$ cat src/rtl/tsa_pkg.sv
package tsa_pkg;

	// opcodes
	localparam logic [3:0] OP_PUSH = 4'd0;
	localparam logic [3:0] OP_POP  = 4'd1;
	localparam logic [3:0] OP_ADD  = 4'd2;
	localparam logic [3:0] OP_SUB  = 4'd3;
	localparam logic [3:0] OP_MUL  = 4'd4;
	localparam logic [3:0] OP_DIV  = 4'd5;
	localparam logic [3:0] OP_REM  = 4'd6;
	localparam logic [3:0] OP_POW  = 4'd7;
	localparam logic [3:0] OP_LT   = 4'd8;
	localparam logic [3:0] OP_LE   = 4'd9;
	localparam logic [3:0] OP_EQ   = 4'd10;
	localparam logic [3:0] OP_NE   = 4'd11;
	localparam logic [3:0] OP_GE   = 4'd12;
	localparam logic [3:0] OP_GT   = 4'd13;

	// error codes
	localparam logic [2:0] ERR_OK    = 3'd0;
	localparam logic [2:0] ERR_FULL  = 3'd1;
	localparam logic [2:0] ERR_FEW   = 3'd2;
	localparam logic [2:0] ERR_TYPE  = 3'd3;
	localparam logic [2:0] ERR_DIVZ  = 3'd4;
	localparam logic [2:0] ERR_BADOP = 3'd5;

	// type tags
	localparam logic [1:0] TAG_NONE = 2'd0;
	localparam logic [1:0] TAG_INT  = 2'd1;
	localparam logic [1:0] TAG_BOOL = 2'd3;

	typedef struct packed {
		logic [3:0]         opcode;
		logic signed [63:0] push_value;
		logic [1:0]         push_tag;
	} in_item_t;

	typedef struct packed {
		logic [2:0]         error_code;
		logic signed [63:0] top_value;
		logic [1:0]         top_tag;
		logic [6:0]         stack_depth;
	} out_item_t;

	typedef enum logic [2:0] {
		CLS_PUSH,
		CLS_POP,
		CLS_ARITH,
		CLS_CMP,
		CLS_BAD
	} op_class_t;

	// classified operation handed from front to back
	typedef struct packed {
		op_class_t   cls;
		logic [3:0]  opcode;
		logic [63:0] value;
		logic [1:0]  tag;
	} dec_item_t;

	typedef struct packed {
		logic [1:0]  tag;
		logic [63:0] value;
	} entry_t;

	typedef enum logic [1:0] {
		ST_IDLE,
		ST_CHECK,
		ST_ITER,
		ST_FIN
	} bk_state_t;

endpackage

$ cat src/rtl/tsa_front.sv
module tsa_front (
	input  logic                clk,
	input  logic                arst_n,
	input  logic                start,
	output logic                busy,
	input  tsa_pkg::in_item_t   in_item,
	output logic                q_valid,
	output tsa_pkg::dec_item_t  q_item,
	input  logic                q_pop
);
	import tsa_pkg::*;

	dec_item_t slot_q [2];
	logic      wr_ptr_q;
	logic      rd_ptr_q;
	logic [1:0] fill_q;
	logic      push_beat;
	dec_item_t dec;

	// classify the incoming operation
	always_comb begin
		dec.opcode = in_item.opcode;
		dec.value  = in_item.push_value;
		dec.tag    = in_item.push_tag;
		if (in_item.opcode == OP_PUSH) begin
			dec.cls = CLS_PUSH;
		end else if (in_item.opcode == OP_POP) begin
			dec.cls = CLS_POP;
		end else if (in_item.opcode inside {[OP_ADD:OP_POW]}) begin
			dec.cls = CLS_ARITH;
		end else if (in_item.opcode inside {[OP_LT:OP_GT]}) begin
			dec.cls = CLS_CMP;
		end else begin
			dec.cls = CLS_BAD;
		end
	end

	assign busy      = (fill_q == 2'd2);
	assign push_beat = start && !busy;
	assign q_valid   = (fill_q != 2'd0);
	assign q_item    = slot_q[rd_ptr_q];

	// two-slot queue storage
	always_ff @(posedge clk) begin
		if (push_beat) slot_q[wr_ptr_q] <= dec;
	end

	// queue pointers
	always_ff @(posedge clk or negedge arst_n) begin
		if (!arst_n) begin
			wr_ptr_q <= 1'b0;
			rd_ptr_q <= 1'b0;
			fill_q   <= 2'd0;
		end else begin
			if (push_beat) wr_ptr_q <= ~wr_ptr_q;
			if (q_pop) rd_ptr_q <= ~rd_ptr_q;
			fill_q <= fill_q + 2'(push_beat) - 2'(q_pop);
		end
	end

endmodule

$ cat config.mk
export PLATFORM = sky130hd
export DESIGN_NAME = tsa_front
export DESIGN_NICKNAME = d
export VERILOG_FILES = /design/src/rtl/tsa_pkg.sv /design/src/rtl/tsa_front.sv
export SDC_FILE = /design/constraint.sdc
export NUM_CORES = 1
export LEC_CHECK = 0
export BUFFER_PORTS_ARGS = -buffer_cell sky130_fd_sc_hd__buf_4
export CAP_MARGIN = 20
export CORE_UTILIZATION = 52
export DETAILED_ROUTE_END_ITERATION = 16
export PLACE_DENSITY_LB_ADDON = 0.15
export SLEW_MARGIN = 40
export SYNTH_ARGS = -nofsm -noshare
export SYNTH_HDL_FRONTEND = slang
export SYNTH_SLANG_ARGS = --single-unit
$ cat constraint.sdc
create_clock -name clk -period 4.75 [get_ports clk]
set_input_delay 0.95 -clock clk [delete_from_list [all_inputs] [get_ports clk]]
set_output_delay 0.95 -clock clk [all_outputs]
set_load 0.02 [all_outputs]
==> impl_metrics.tcl, run 1 <==
set metrics [dict create \
    tritoncts "yes" \
    critPathBufInv 2 \
    power_density_nw_per_um2 664 \
    cts-root-buf "clkbuf_8" \
    finalMaxSlewViolations 0 \
    tightest_slew_ns 0.710 \
    num_io_pins 149 \
    outcome "completed" \
    fin_tns_setup_ns 0 \
    power_leakage_nw 3.05 \
    dieArea_um2 11500 \
    yosysTopAreaCellShare_pct 76.4 \
    synthAdderAreaFrac_pct 0.436 \
    crit_type "reg -> out" \
    globalRouteTotalUtil_pct 17.7 \
    nNetsFinal 490 \
    path_depth 3 \
    start_util_pct 54.6 \
    swShare_pct 29.4 \
    synth_top_cells_by_count "edfxtp_1 (146), mux2_4 (60), mux2_2 (13), buf_6 (7), dfrtp_1 (4)" \
    antenna_found_initial 0 \
    synth_top_family_by_area "multiplexers" \
    min_period_ns 3.38 \
    antenna_cells 0 \
    syn_nets 326 \
    area_growth_pct 33.1 \
    ys_types 17 \
    grt_pass1_wl_um 14400 \
    max-clock-path-buffers 2 \
    cp.arrival_ns 2.43 \
    fp-row-count 37 \
    p_int_mw 3.58 \
    syn_avg_cell_area_um2 23.0 \
    ys_warn_count 0 \
    crit_required_ns 3.80 \
    clock_skew_ns 0.00645 \
    drt_iter0_drc 83 \
    slowest_stage "dfrtp_4" \
    synth-seq-cells 150 \
    max_freq_mhz 296 \
    utilization_pct 72.7 \
    cp_common_cell "buf_4" \
    drv_cap 0 \
    slew_headroom_pct 52.7 \
    crit_path_end_kind "output port" \
    yosys.area_share.simple_pct 0.850 \
    antenna_left 0 \
    start_kind "flip-flop" \
    ys.flop_type "edfxtp_1" \
    grt_start_max_net_pins 55 \
    gp_congestion 0.699 \
    routed_wl_um 9620 \
    routed_via_density 4.97 \
    drt_drc_violations_left 0 \
    syn_inst 250 \
    yosysMostFrequentCell "edfxtp_1" \
    combPwrFrac_pct 34.5 \
    drtPass1Iterations 4 \
    synth-compound-area-share_pct 0.153 \
    fin_area_um2 7640 \
    cts_resized 0 \
    hp-class "in -> async" \
    critPathTopFamily "flip-flops" \
    instances_no_fill 563 \
    path_clk_slew_ns 0.06 \
    crit_path_cell_trace "buf_4, mux2_2, buf_4" \
    die_w_um 107 \
    path_max_fanout 39 \
    peakVddDrop_mv 0.354 \
    first_global_vias 2856 \
    yosysTopAreaCell "edfxtp_1" \
    cts_setup_buffers 0 \
    switchingPower_mw 1.49 \
    drive_above_1_share_pct 60.4 \
    die-height_um 107 \
    synth_xor_area_share_pct 0.610 \
    dp_hpwl_um 6290 \
    cts.sinks 150 \
    cts_hold_buf 0 \
    clkPwrFrac_pct 26.7 \
    pwr-share-seq_pct 38.9 \
    placed_cell_area_um2 7030 \
    worstRegToRegCells 4 \
    htree_levels 4 \
    clock_latency_ns 0.51 \
    wl_per_cell_um 17.1 \
    fin_crit_sh_pct 71.2 \
    cts_buffers 17 \
    io_buffers 148 \
    synthArstFlopShare_pct 2.67 \
    coreArea_um2 10500 \
    synthTopCellsByArea "edfxtp_1 (76%), mux2_4 (16%), mux2_2 (2.6%)" \
    synth.cell_area_um2 5740 \
    place_inst 531 \
    setup_violations 0 \
    vias 2799 \
    hold_viol 0 \
    synthMuxAreaShare_pct 18.2 \
    synth_edf_count 146 \
    rsz0062_at_grt "no" \
    crit_path_max_incr_delay_ns 0.90 \
    whs_ns 0.225 \
    grt.overflow.total 0 \
    yosysSeqAreaShare_pct 78.1 \
]
## power groups by stage
stage               sequential [mW]  clock, mW  combinational (mW)
floorplan                      1.92          0                1.24
global placement               1.99          0                1.73
detailed placement             2.01          0                1.77
CTS                            1.98       1.38                1.78
global route                   2.01       1.43                1.85
finish                         1.97       1.35                1.75
## worst paths after layout
path                            from             to  slack, ns
hold reg to reg            fill_q[0]      fill_q[0]       0.52
hold / removal                arst_n       wr_ptr_q       0.22
min in group clk           fill_q[0]      fill_q[0]       0.52
max in group asynchronous     arst_n       rd_ptr_q       4.41
setup reg to reg           fill_q[1]  slot_q[0][52]       2.80
setup / recovery            rd_ptr_q     q_item[48]       1.37
## cells in the final DEF (no fill, tap or decap)
cell / netlist / layout
ha_1: 2 / 2
nor3_1: 1 / 1
nor2_4: 0 / 1
a22o_1: 1 / 1
xnor2_1: 3 / 3
nand2_1: 2 / 2
bufinv_16: 0 / 4
clkinv_2: 0 / 2
clkbuf_16: 0 / 16
mux2_4: 60 / 60
clkbuf_8: 0 / 3
and3_1: 2 / 1
buf_4: 0 / 150
buf_12: 0 / 3
xor2_1: 1 / 1
edfxtp_1: 146 / 146
mux2_2: 13 / 13
clkbuf_1: 0 / 4
dfrtp_1: 4 / 3
and3_4: 0 / 1
dfrtp_4: 0 / 1
nor2_1: 3 / 2
nand2b_1: 1 / 1
inv_1: 2 / 2
or2_2: 1 / 1
clkinvlp_4: 0 / 3
## layout make-up
cell class,count,area (µm²)
inverter,2,7.51
multi-input combinational,90,1180
sequential,150,4490
clock inverter,9,153
fill,642,2870
clock buffer,23,457
tap,136,170
timing repair buffer,153,1190
## metrics by stage
stage | setup WS, ns | total power, mW
2_1_floorplan | 0.154 | 3.16
3_3_place_gp | 1.88 | 3.72
3_5_place_dp | 1.87 | 3.78
4_1_cts | 1.31 | 5.14
5_1_grt | 1.25 | 5.29
6_report | 1.37 | 5.07
## cell families after synthesis
logic type	Yosys count
AND/OR/NAND/NOR	10
multiplexers	73
AO/OA/AOI/OAI	1
buffers and inverters	10
flip-flops	150
adder cells (fa/ha/maj)	2
XOR/XNOR	4
## layer usage
layer	global-route usage (%)	share of wire (%)
met3	7.84	8.1
met1	19.7	39
met5	0	0
met4	8.61	2.2
met2	29.1	51
## flip-flops by register name, summed over array words and instances, names as in the netlist
name and cells:
fill_q 2, rd_ptr_q 1, wr_ptr_q 1, slot_q 146
No activity file was read; power rests on OpenSTA's default activity.
==> run 2: changes to the inputs <==
CORE_UTILIZATION = 47   (was 52)
clock period = 3 ns   (was 4.75 ns; I/O delays follow)
==> impl_metrics.tcl, run 2 (synthesized netlist as in run 1, its figures left out) <==
set metrics [dict create \
    crit_path_cell_trace "buf_12, mux2_2, buf_4" \
    grt.overflow.total 0 \
    outcome "completed" \
    final_common_cell "buf_4" \
    final_cell_mix "buf_4 (151), edfxtp_1 (146), mux2_4 (60)" \
    fin_crit_sh_pct 85.4 \
    crit_type "reg -> out" \
    top_register "slot_q" \
    num_io_pins 149 \
    critPathTopFamily "flip-flops" \
    io_buffers 148 \
    dieArea_um2 12700 \
    nNetsFinal 492 \
    drive_above_1_share_pct 60.8 \
    htree_levels 4 \
    critPathBufInv 2 \
    max-clock-path-buffers 2 \
    tritoncts "yes" \
    largest_reg_flops 146 \
    finalMaxSlewViolations 0 \
    setup_violations 0 \
    peakVddDrop_mv 0.705 \
    slew_headroom_pct 53.3 \
    rsz0062_at_grt "no" \
    rrSetupSlack_ns 1.21 \
    drt_iter0_drc 116 \
    antenna_left 0 \
    fin_tns_setup_ns 0 \
    cts.sinks 150 \
    cts-root-buf "clkbuf_16" \
    cts_resized 0 \
    clock_skew_ns 0.0100 \
    routed_via_density 4.88 \
    grt_pass1_wl_um 14500 \
    clock_latency_ns 0.41 \
    crit_path_max_incr_delay_ns 0.71 \
    start_kind "flip-flop" \
    max_freq_mhz 390 \
    die-height_um 113 \
    vias 2793 \
    routed_wl_um 9620 \
    power_density_nw_per_um2 1060 \
    cts_hold_buf 1 \
    path_max_fanout 26 \
    fill_cells 799 \
    drt_drc_violations_left 0 \
    cts_setup_buffers 0 \
    path_clk_slew_ns 0.06 \
    crit_path_end_kind "output port" \
    fin_area_um2 7700 \
    antenna_cells 0 \
    start_util_pct 49.2 \
    utilization_pct 66.1 \
    reg_top3 "slot_q x146, fill_q x2" \
    area_growth_pct 34.2 \
    slowest_stage "dfrtp_4" \
    min_period_ns 2.56 \
    crit_required_ns 2.40 \
    die_w_um 113 \
    tightest_slew_ns 0.701 \
    hold_viol 0 \
    power_leakage_nw 3.09 \
    grt_start_max_net_pins 53 \
    hp-class "in -> reg" \
    first_global_vias 2916 \
    globalRouteTotalUtil_pct 15.8 \
    fp-row-count 39 \
    drtPass1Iterations 4 \
    wl_per_cell_um 16.8 \
    placed_cell_area_um2 7050 \
    cp.arrival_ns 1.96 \
    gp_congestion 0.658 \
    drv_cap 0 \
    coreArea_um2 11700 \
    dp_hpwl_um 6190 \
    cts_buffers 17 \
    antenna_found_initial 0 \
]
run 2: power by group:
part           internal, mW  switching (mW)  leakage, nW
clock                  1.53           0.754        0.324
sequential             2.87           0.204         1.40
combinational          1.42            1.41         1.37
run 2: final timing paths:
path                             startpoint       endpoint  cells past startpoint
worst max-delay path               rd_ptr_q     q_item[48]                      3
worst min-delay path            in_item[62]  slot_q[0][62]                      1
worst max register to register    fill_q[1]  slot_q[0][19]                      4
worst min register to register    fill_q[1]      fill_q[1]                      1
max in group asynchronous            arst_n       rd_ptr_q                      2
min in group asynchronous            arst_n       wr_ptr_q                      2
run 2: worst register-to-register path, cell delays in order, from the launching register on:
cell	delay, ns
dfrtp_1	0.40
nand2b_1	0.14
nand2_1	0.16
nor2_4	0.12
buf_4	0.57
run 2: cell type report:
| class | instances | area [µm²] | area share [%] |
|---|---|---|---|
| inverter | 2 | 7.51 | 0.0974 |
| multi-input combinational | 90 | 1180 | 15.3 |
| clock buffer | 22 | 474 | 6.15 |
| clock inverter | 10 | 175 | 2.27 |
| sequential | 150 | 4490 | 58.2 |
| timing repair buffer | 155 | 1200 | 15.6 |
| tap | 143 | 179 | 2.32 |
run 2: per-stage QoR:
stage / setup slack, ns / cells / power [mW] / hold WS (ns)
after floorplan: 0.214 / 250 / 4.98 / 0.304
after global placement: 0.852 / 539 / 5.95 / 0.398
after detailed placement: 0.841 / 539 / 5.99 / 0.403
after CTS: 0.393 / 572 / 8.29 / 0.351
after global routing: 0.358 / 572 / 8.51 / 0.347
final: 0.437 / 572 / 8.19 / 0.368
run 2: routing by layer:
layer  wire (µm)  track usage (%)
met4         181             7.73
met2        4790             26.2
met1        3880             17.3
met3         764             7.13
met5           0                0
==> run 3: changes to the inputs <==
==> constraint.sdc (replaced) <==
create_clock -name clk -period 3 [get_ports clk]
set_input_delay 0.45 -clock clk [delete_from_list [all_inputs] [get_ports clk]]
set_output_delay 0.45 -clock clk [all_outputs]
set_load 0.02 [all_outputs]
==> impl_metrics.tcl, run 3 (synthesized netlist as in run 1, its figures left out) <==
set metrics [dict create \
    hp-class "in -> reg" \
    combPwrFrac_pct 36.0 \
    htree_levels 4 \
    switchingPower_mw 2.36 \
    holdCritStartpoint "in_item[64]" \
    grt_start_max_net_pins 42 \
    peakVddDrop_mv 0.784 \
    fin_tns_setup_ns 0 \
    antenna_left 0 \
    fin_crit_sh_pct 84.2 \
    start_util_pct 49.2 \
    antenna_found_initial 0 \
    max-clock-path-buffers 2 \
    cts-root-buf "clkbuf_16" \
    num_io_pins 149 \
    fp-row-count 39 \
    gp_congestion 0.682 \
    tritoncts "yes" \
    final_common_cell "buf_4" \
    drt_iter0_drc 118 \
    dp_hpwl_um 6250 \
    place_inst 538 \
    rsz0062_at_grt "no" \
    reg_top3 "slot_q x146, fill_q x2" \
    hold_viol 0 \
    routed_via_density 4.89 \
    cts_buffers 17 \
    drtPass1Iterations 4 \
    start_kind "flip-flop" \
    slew_headroom_pct 57.0 \
    die_w_um 113 \
    coreArea_um2 11700 \
    crit_type "reg -> out" \
    io_buffers 148 \
    drive_above_1_share_pct 60.0 \
    grt.overflow.total 0 \
    antenna_cells 0 \
    nNetsFinal 491 \
    clkPwrFrac_pct 24.7 \
    vias 2794 \
    cts.sinks 150 \
    min_period_ns 2.53 \
    globalRouteTotalUtil_pct 16.4 \
    wl_per_cell_um 16.9 \
    drt_drc_violations_left 0 \
    cp.arrival_ns 2.08 \
    power_density_nw_per_um2 1030 \
    first_global_vias 3014 \
    cts_resized 0 \
    top_register "slot_q" \
    r2r_start "fill_q[1]" \
    crit_required_ns 2.55 \
    largest_reg_flops 146 \
    crit_path_end_kind "output port" \
    area_growth_pct 32.5 \
    die-height_um 113 \
    crit_path_cell_trace "buf_12, mux2_2, buf_4" \
    max_freq_mhz 396 \
    swShare_pct 30.1 \
    crit_path_max_incr_delay_ns 0.76 \
    clock_skew_ns 0.00289 \
    path_clk_slew_ns 0.06 \
    slowest_stage "dfrtp_4" \
    power_leakage_nw 3.05 \
    pwr-share-seq_pct 39.3 \
    cp-startpoint "rd_ptr_q" \
    final_cell_mix "buf_4 (149), edfxtp_1 (146), mux2_4 (60)" \
    instances_no_fill 571 \
    clock_latency_ns 0.41 \
    tightest_slew_ns 0.643 \
    finalMaxSlewViolations 0 \
    drv_cap 0 \
    outcome "completed" \
    dieArea_um2 12700 \
    grt_pass1_wl_um 14900 \
    routed_wl_um 9660 \
    path_max_fanout 38 \
    p_int_mw 5.49 \
    setup_violations 0 \
]
==> run 3: changes by cell type in the layout (fill, tap and decap cells not counted), sizes merged <==
| cell | before | now |
|---|---|---|
| clkinv | 5 | 13 |
| clkbuf | 22 | 17 |
| bufinv | 5 | 2 |
| buf | 154 | 153 |
==> run 3: power by group through the flow <==
stage / clock [mW] / combinational [mW] / sequential [mW]
2_1_floorplan: 0 / 1.96 / 3.02
3_3_place_gp: 0 / 2.85 / 3.11
3_5_place_dp: 0 / 2.86 / 3.14
4_1_cts: 1.99 / 2.87 / 3.10
5_1_grt: 2.07 / 2.99 / 3.13
6_report: 1.94 / 2.82 / 3.09
==> run 3: worst paths after layout <==
path	slack [ns]	cells after the start	endpoint
worst max-delay path	0.47	3	q_item[43]
worst min register to register	0.51	1	fill_q[1]
worst max register to register	1.18	4	slot_q[0][23]
worst min-delay path	0.22	1	slot_q[1][64]
max in group asynchronous	2.50	2	rd_ptr_q
min in group asynchronous	0.39	2	wr_ptr_q
==> run 3: repair_timing <==
action	4_1_cts	5_1_grt
setup buffers	0	0
hold buffers	1	0
setup endpoints to repair	0	0
endpoints found under the hold margin	4	0
==> run 3: per-stage QoR <==
stage / area [µm²] / hold WS (ns) / power [mW] / worst slack [ns] / utilization [%]
after floorplan: 5740 / 0.154 / 4.99 / 0.0827 / -
after global placement: 7050 / 0.250 / 5.96 / 0.895 / 60.5
after detailed placement: 7050 / 0.250 / 6.00 / 0.885 / 60.5
after CTS: 7600 / 0.202 / 7.96 / 0.432 / 65.2
after global routing: 7600 / 0.199 / 8.19 / 0.399 / 65.2
final: 7600 / 0.223 / 7.85 / 0.474 / 65.2
==> run 3: metal layers <==
layer	GRT usage (%)	vias up	share of wire (%)
li1	-	1317	-
met1	17.3	1358	40
met2	27.5	104	50
met3	7.45	15	8.0
met4	8.53	0	1.6
met5	0	-	0
==> run 3: final cells by class <==
cell class                      count  area (µm²)
Multi-Input combinational cell     90        1180
Inverter                            2        7.51
Fill cell                         827        4060
Clock inverter                     15         119
Tap cell                          143         179
Sequential cell                   150        4490
Timing Repair Buffer              154        1210
Clock buffer                       17         425
==> run 3: worst max-delay path, delay by kind of cell, from the launching register on <==
| family | cells | cell delay (ns) |
|---|---|---|
| muxes | 1 | 0.37 |
| DFF | 1 | 0.76 |
| buffers and inverters | 2 | 0.50 |
